[config.mk]
export PLATFORM = sky130hd
export DESIGN_NAME = websocket_frame_deframer_unit
export DESIGN_NICKNAME = d
export VERILOG_FILES = /design/src/hdl/wsd_pkg.sv /design/src/hdl/websocket_frame_deframer_unit.sv /design/src/hdl/wsd_parser.sv
export SDC_FILE = /design/constraint.sdc
export NUM_CORES = 1
export LEC_CHECK = 0
export BUFFER_PORTS_ARGS = -buffer_cell sky130_fd_sc_hd__clkbuf_2
export CORE_AREA = 2 2 166 168
export DETAILED_ROUTE_END_ITERATION = 7
export DIE_AREA = 0 0 168 170
export GPL_ROUTABILITY_DRIVEN = 1
export PLACE_DENSITY = 0.71
export SLEW_MARGIN = 20
export SYNTH_ARGS = -nofsm -noshare
export SYNTH_HDL_FRONTEND = slang
export SYNTH_SLANG_ARGS = --single-unit
export TNS_END_PERCENT = 30
[constraint.sdc]
create_clock -name clk -period 3.83 [get_ports clk]
set_clock_uncertainty 0.1 [all_clocks]
set_input_delay 0.5745 -clock clk [delete_from_list [all_inputs] [get_ports clk]]
set_output_delay 0.5745 -clock clk [all_outputs]
set_load 0.02 [all_outputs]
[src/hdl/wsd_pkg.sv]
// ----------------------------------------------------------------------------
// wsd_pkg
// Shared types and constants for the WebSocket receive frame deframer.
// ----------------------------------------------------------------------------
package wsd_pkg;

    localparam int BYTE_W = 8;
    localparam int LEN_W  = 64;
    localparam int KEY_W  = 32;
    localparam int CNT_W  = 3;
    localparam int KIDX_W = 2;
    localparam int OPC_W  = 4;

    localparam logic [6:0] LEN_EXT16 = 7'd126;
    localparam logic [6:0] LEN_EXT64 = 7'd127;

    localparam logic [CNT_W-1:0] EXT16_LAST = 3'd1;
    localparam logic [CNT_W-1:0] EXT64_LAST = 3'd7;
    localparam logic [CNT_W-1:0] KEY_LAST   = 3'd3;

    localparam logic KIND_HEADER  = 1'b0;
    localparam logic KIND_PAYLOAD = 1'b1;

    typedef enum logic [5:0] {
        PH_HDR0    = 6'b000001,
        PH_HDR1    = 6'b000010,
        PH_EXT16   = 6'b000100,
        PH_EXT64   = 6'b001000,
        PH_KEY     = 6'b010000,
        PH_PAYLOAD = 6'b100000
    } phase_t;

    typedef struct packed {
        logic              valid;
        logic              item_kind;
        logic              fin_flag;
        logic [OPC_W-1:0]  frame_opcode;
        logic              mask_present;
        logic [LEN_W-1:0]  frame_length;
        logic [BYTE_W-1:0] data_byte;
        logic              last_of_frame;
    } result_t;

endpackage

[src/hdl/websocket_frame_deframer_unit.sv]
// ----------------------------------------------------------------------------
// websocket_frame_deframer_unit
// WebSocket receive deframer: header descriptor then unmasked payload bytes.
// ----------------------------------------------------------------------------
// Takes one received byte per clock cycle when the output is free or being
// drained. Header bytes produce nothing until the header is complete, which
// yields one descriptor item; each payload byte then yields one item with
// the masking key applied if masked and last_of_frame set on the final byte
// (or on the descriptor of an empty frame). An item appears in the cycle after
// its byte is taken, from the single output register; in_stall is raised
// only while a result sits in that register and the downstream side stalls.
module websocket_frame_deframer_unit
    import wsd_pkg::*;
(
    input  logic              clk,
    input  logic              rst_n,
    input  logic              in_valid,
    output logic              in_stall,
    input  logic [BYTE_W-1:0] link_byte,
    output logic              out_valid,
    input  logic              out_stall,
    output logic              item_kind,
    output logic              fin_flag,
    output logic [OPC_W-1:0]  frame_opcode,
    output logic              mask_present,
    output logic [LEN_W-1:0]  frame_length,
    output logic [BYTE_W-1:0] data_byte,
    output logic              last_of_frame
);

    logic    take;
    result_t res;
    result_t out_reg;

    assign in_stall = out_reg.valid & out_stall;
    assign take     = in_valid & ~in_stall;

    wsd_parser u_parser
    (
        .clk       (clk),
        .rst_n     (rst_n),
        .take      (take),
        .link_byte (link_byte),
        .res       (res)
    );

    always_ff @(posedge clk or negedge rst_n)
    begin
        if (!rst_n)
        begin
            out_reg <= '0;
        end
        else if (res.valid)
        begin
            out_reg <= res;
        end
        else if (!out_stall)
        begin
            out_reg.valid <= 1'b0;
        end
    end

    assign out_valid     = out_reg.valid;
    assign item_kind     = out_reg.item_kind;
    assign fin_flag      = out_reg.fin_flag;
    assign frame_opcode  = out_reg.frame_opcode;
    assign mask_present  = out_reg.mask_present;
    assign frame_length  = out_reg.frame_length;
    assign data_byte     = out_reg.data_byte;
    assign last_of_frame = out_reg.last_of_frame;

endmodule

[src/hdl/wsd_parser.sv]
// ----------------------------------------------------------------------------
// wsd_parser
// Frame header parser and payload unmasker; consumes one byte on each take.
// ----------------------------------------------------------------------------
module wsd_parser
    import wsd_pkg::*;
(
    input  logic              clk,
    input  logic              rst_n,
    input  logic              take,
    input  logic [BYTE_W-1:0] link_byte,
    output result_t           res
);

    phase_t             phase_reg, phase_next;
    logic               fin_reg, fin_next;
    logic [OPC_W-1:0]   opc_reg, opc_next;
    logic               masked_reg, masked_next;
    logic [LEN_W-1:0]   len_reg, len_next;
    logic [CNT_W-1:0]   cnt_reg, cnt_next;
    logic [KEY_W-1:0]   key_reg, key_next;
    logic [LEN_W-1:0]   left_reg, left_next;
    logic [KIDX_W-1:0]  kidx_reg, kidx_next;

    logic               after_len;
    logic               hdr_done;
    logic [BYTE_W-1:0]  key_byte;

    always_comb
    begin
        case (kidx_reg)
            2'd0:    key_byte = key_reg[31:24];
            2'd1:    key_byte = key_reg[23:16];
            2'd2:    key_byte = key_reg[15:8];
            default: key_byte = key_reg[7:0];
        endcase
    end

    always_comb
    begin
        phase_next  = phase_reg;
        fin_next    = fin_reg;
        opc_next    = opc_reg;
        masked_next = masked_reg;
        len_next    = len_reg;
        cnt_next    = cnt_reg;
        key_next    = key_reg;
        left_next   = left_reg;
        kidx_next   = kidx_reg;
        after_len   = 1'b0;
        hdr_done    = 1'b0;
        res         = '0;

        unique case (phase_reg)
            PH_HDR0:
            begin
                fin_next   = link_byte[7];
                opc_next   = link_byte[OPC_W-1:0];
                phase_next = PH_HDR1;
            end
            PH_HDR1:
            begin
                masked_next = link_byte[7];
                len_next    = {{(LEN_W-7){1'b0}}, link_byte[6:0]};
                cnt_next    = '0;
                if (link_byte[6:0] == LEN_EXT16)
                begin
                    len_next   = '0;
                    phase_next = PH_EXT16;
                end
                else if (link_byte[6:0] == LEN_EXT64)
                begin
                    len_next   = '0;
                    phase_next = PH_EXT64;
                end
                else
                begin
                    after_len = 1'b1;
                end
            end
            PH_EXT16, PH_EXT64:
            begin
                len_next = {len_reg[LEN_W-BYTE_W-1:0], link_byte};
                if (cnt_reg == ((phase_reg == PH_EXT16) ? EXT16_LAST : EXT64_LAST))
                begin
                    after_len = 1'b1;
                end
                else
                begin
                    cnt_next = cnt_reg + 3'd1;
                end
            end
            PH_KEY:
            begin
                key_next = {key_reg[KEY_W-BYTE_W-1:0], link_byte};
                if (cnt_reg == KEY_LAST)
                begin
                    hdr_done = 1'b1;
                end
                else
                begin
                    cnt_next = cnt_reg + 3'd1;
                end
            end
            PH_PAYLOAD:
            begin
                kidx_next        = kidx_reg + 2'd1;
                res.valid        = 1'b1;
                res.item_kind    = KIND_PAYLOAD;
                res.fin_flag     = fin_reg;
                res.frame_opcode = opc_reg;
                res.mask_present = masked_reg;
                res.frame_length = len_reg;
                res.data_byte    = masked_reg ? (link_byte ^ key_byte) : link_byte;
                if (left_reg[LEN_W-1:1] == '0)
                begin
                    left_next         = '0;
                    res.last_of_frame = 1'b1;
                    phase_next        = PH_HDR0;
                end
                else
                begin
                    left_next = left_reg - 64'd1;
                end
            end
            default:
            begin
                phase_next = PH_HDR0;
            end
        endcase

        if (after_len)
        begin
            cnt_next = '0;
            if (masked_next)
            begin
                key_next   = '0;
                phase_next = PH_KEY;
            end
            else
            begin
                hdr_done = 1'b1;
            end
        end

        if (hdr_done)
        begin
            left_next        = len_next;
            kidx_next        = '0;
            cnt_next         = '0;
            res.valid        = 1'b1;
            res.item_kind    = KIND_HEADER;
            res.fin_flag     = fin_next;
            res.frame_opcode = opc_next;
            res.mask_present = masked_next;
            res.frame_length = len_next;
            res.data_byte    = '0;
            if (len_next == '0)
            begin
                res.last_of_frame = 1'b1;
                phase_next        = PH_HDR0;
            end
            else
            begin
                phase_next = PH_PAYLOAD;
            end
        end

        if (!take)
        begin
            res.valid = 1'b0;
        end
    end

    always_ff @(posedge clk or negedge rst_n)
    begin
        if (!rst_n)
        begin
            phase_reg  <= PH_HDR0;
            fin_reg    <= 1'b0;
            opc_reg    <= '0;
            masked_reg <= 1'b0;
            len_reg    <= '0;
            cnt_reg    <= '0;
            key_reg    <= '0;
            left_reg   <= '0;
            kidx_reg   <= '0;
        end
        else if (take)
        begin
            phase_reg  <= phase_next;
            fin_reg    <= fin_next;
            opc_reg    <= opc_next;
            masked_reg <= masked_next;
            len_reg    <= len_next;
            cnt_reg    <= cnt_next;
            key_reg    <= key_next;
            left_reg   <= left_next;
            kidx_reg   <= kidx_next;
        end
    end

endmodule

==> impl_metrics.env <==
export IMPL_rsz0062_at_grt="no"
export IMPL_final_antenna_net_count=0
export IMPL_clock_latency_ns=0.57
export IMPL_ys_types=78
export IMPL_core_sq_um=26700
export IMPL_grt_max_degree=107
export IMPL_postCtsSetupBuffers=0
export IMPL_cp_required_ns=4.14
export IMPL_crit_fanout=35
export IMPL_grt_use_total_pct=29.5
export IMPL_die_area_sq_um=28600
export IMPL_synth_area_leader_cell="dfrtp_1"
export IMPL_worst_pin_slew_ns=0.876
export IMPL_cts_max_path_buffers=3
export IMPL_antenna_found_initial=0
export IMPL_max_slew_margin_pct=41.6
export IMPL_cts_sinks=258
export IMPL_grt_pass1_wl_mm=66.6
export IMPL_worstSetupPathType="reg -> reg"
export IMPL_ir_worst_vdd_mv=0.469
export IMPL_viasPerCell=6.52
export IMPL_clk_pin_slew_ns=0.06
export IMPL_power_density_nw_per_um2=736
export IMPL_worst_endpoint_arrival_ns=3.63
export IMPL_dp_hpwl_mm=28.7
export IMPL_yosys_top_cells_area="dfrtp_1 49%, nand2_1 6.7%, a22o_1 4.7%, a21oi_1 4.0%, nor2_1 3.2%"
export IMPL_synth_edf_count=0
export IMPL_final_net_count=1554
export IMPL_post_drt_wl_per_cell_um=22.3
export IMPL_ios=94
export IMPL_grt_pass1_vias=11700
export IMPL_dp_slack_ns=0.559
export IMPL_setup_slack_ns=0.506
export IMPL_p_leak_uw=0.00651
export IMPL_grt_ovfl_total=0
export IMPL_synth_seq_area_share_pct=48.8
export IMPL_async_flop_share_pct=100
export IMPL_ys_flop_type="dfrtp_1"
export IMPL_path_cells="or4_1 -> nor3_1 -> nand3_1 -> nor3_4 -> buf_4 -> nor2_4 -> buf_12 -> a31oi_1 -> o2bb2ai_1"
export IMPL_cts_max_level=1
export IMPL_crit_path_end_kind="flip-flop"
export IMPL_outcome="finished, final reports clean"
export IMPL_cap_violations=0
export IMPL_synth_warnings=0
export IMPL_n_antenna_cell=0
export IMPL_routed_wl_mm=42.3
export IMPL_firstDrtPassIters=6
export IMPL_routabilityCongestion=0.955
export IMPL_timing_fmax_mhz=301
export IMPL_netlist_area_sq_um=13200
export IMPL_setup_tns_ns=0
export IMPL_die_y_um=170
export IMPL_seqCellArea_sq_um=6460
export IMPL_hold_viol_final=0
export IMPL_critPathLaunchType="flip-flop"
export IMPL_cts_buffers=29
export IMPL_dr_total_vias=12400
export IMPL_slowest_delay_ns=0.59
export IMPL_period_needed_ns=3.32
export IMPL_drtIter0Drc=1574
export IMPL_area_growth_pct=15.2
export IMPL_cts_root_buf="clkbuf_16"
export IMPL_synth_avg_cell_area_sq_um=8.99
export IMPL_start_util_pct=49.6
export IMPL_syn_nets=1490
export IMPL_cts_repair_resized=0
export IMPL_hold_class="in -> async"
export IMPL_cts_tree="yes"
export IMPL_rows=60
export IMPL_fin_crit_sh_pct=86.8
export IMPL_synth_top_area_share_pct=48.6
export IMPL_drive_gt1_share_pct=15.3
export IMPL_final_max_slew_violation_count=0
export IMPL_synthTopCellsByCount="257 x dfrtp_1, 237 x nand2_1, 113 x nor2_1, 106 x a21oi_1, 82 x o21ai_0"
export IMPL_multi_input_area_sq_um=6230
export IMPL_crit_path_top_delay_cell="or4_1"
export IMPL_ctsHoldBuffers=0
export IMPL_setup_viol=0
export IMPL_fp_dieW_um=168
export IMPL_postSynthCellCount=1471
export IMPL_n_fill_cell=2298
export IMPL_yosysMostFrequentCell="dfrtp_1"
export IMPL_synth_seq_cells=258
export IMPL_portBuffers=93
export IMPL_drc=0
==> cell families (layout without fill, tap and decap cells) <==
group	after synthesis	in the layout	synth area share, %
AND/OR/NAND/NOR	533	533	19.0
buffers and inverters	140	223	4.55
flip-flops	258	258	48.8
AO/OA/AOI/OAI	517	517	25.8
adder cells (fa/ha/maj)	7	7	0.662
multiplexers	7	7	0.587
XOR/XNOR	9	9	0.596
==> critical path, delay by kind of cell, from the launching register on <==
family	cells	cell delay, ns
simple gates	5	1.72
compound gates	2	0.31
buf+inv	2	0.59
flops	1	0.42
==> per-stage QoR <==
stage	cell area, sq um	hold slack (ns)	total power [uW]	util, %	std cells
2_1_floorplan	13200	0.179	6720	-	1471
3_3_place_gp	14200	0.352	8030	53.2	1844
3_5_place_dp	14200	0.363	8120	53.2	1844
4_1_cts	15200	0.0305	11200	57.1	1894
5_1_grt	15200	0.0528	11800	57.2	1895
6_report	15200	0.00284	11200	57.2	1895
==> where the power goes <==
part           leakage, uW  switching [uW]  internal (uW)
registers          0.00342             959           3540
clock network     0.000502            1140           1870
logic              0.00259            2330           1380
==> routing by layer <==
metal  part of all wire [%]  vias to the layer above  GRT usage, %
met4                    3.7                        0          11.4
met1                     41                     6035          42.1
met2                     45                      674          45.0
met3                    9.9                      114          5.14
li1                       -                     5534             -
met5                      0                        -             0
==> cell usage in the layout, fill, tap and decap left out, types with 6 or more instances in the layout <==
master	synthesis	routed
dfrtp_1	257	257
nor3_1	45	44
bufinv_16	0	6
a31oi_1	12	12
o2bb2ai_1	20	20
mux2_2	6	6
o21ai_0	82	82
or4_1	14	14
or2_2	8	8
o22ai_1	18	18
nor2_1	113	110
a222oi_1	8	8
xor2_1	8	8
a221oi_1	9	9
or3_1	18	17
a21oi_1	106	106
nand4_1	7	7
nand2_1	237	236
a22o_1	71	71
a211oi_1	10	10
buf_12	0	8
inv_1	27	27
nor4_1	32	32
buf_4	2	44
nand3_1	18	18
clkbuf_2	0	92
ha_1	7	7
a22oi_1	53	53
o21ai_1	80	78
clkbuf_16	0	29
==> area by class of cell <==
cell class,instances,share of cell area [%]
clock buffers,38,5.25
clock inverters,12,1.49
inverters,27,0.665
multi-input cells,1073,40.9
flip-flops and latches,258,42.4
well taps,341,2.80
repair buffers,146,6.52
==> final timing paths <==
path	from	endpoint	slack, ns	depth (start not counted)
max	u_parser.left_reg[56]	u_parser.left_reg[44]	0.51	9
min	rst_n	u_parser.len_reg[9]	0.003	1
max reg2reg	u_parser.left_reg[56]	u_parser.left_reg[44]	0.51	9
min reg2reg	u_parser.opc_reg[0]	frame_opcode[0]	0.37	2
max in group asynchronous	rst_n	frame_length[9]	2.77	2
min in group clk	link_byte[1]	u_parser.key_reg[1]	0.21	3
(Power assumes the default switching activity.)
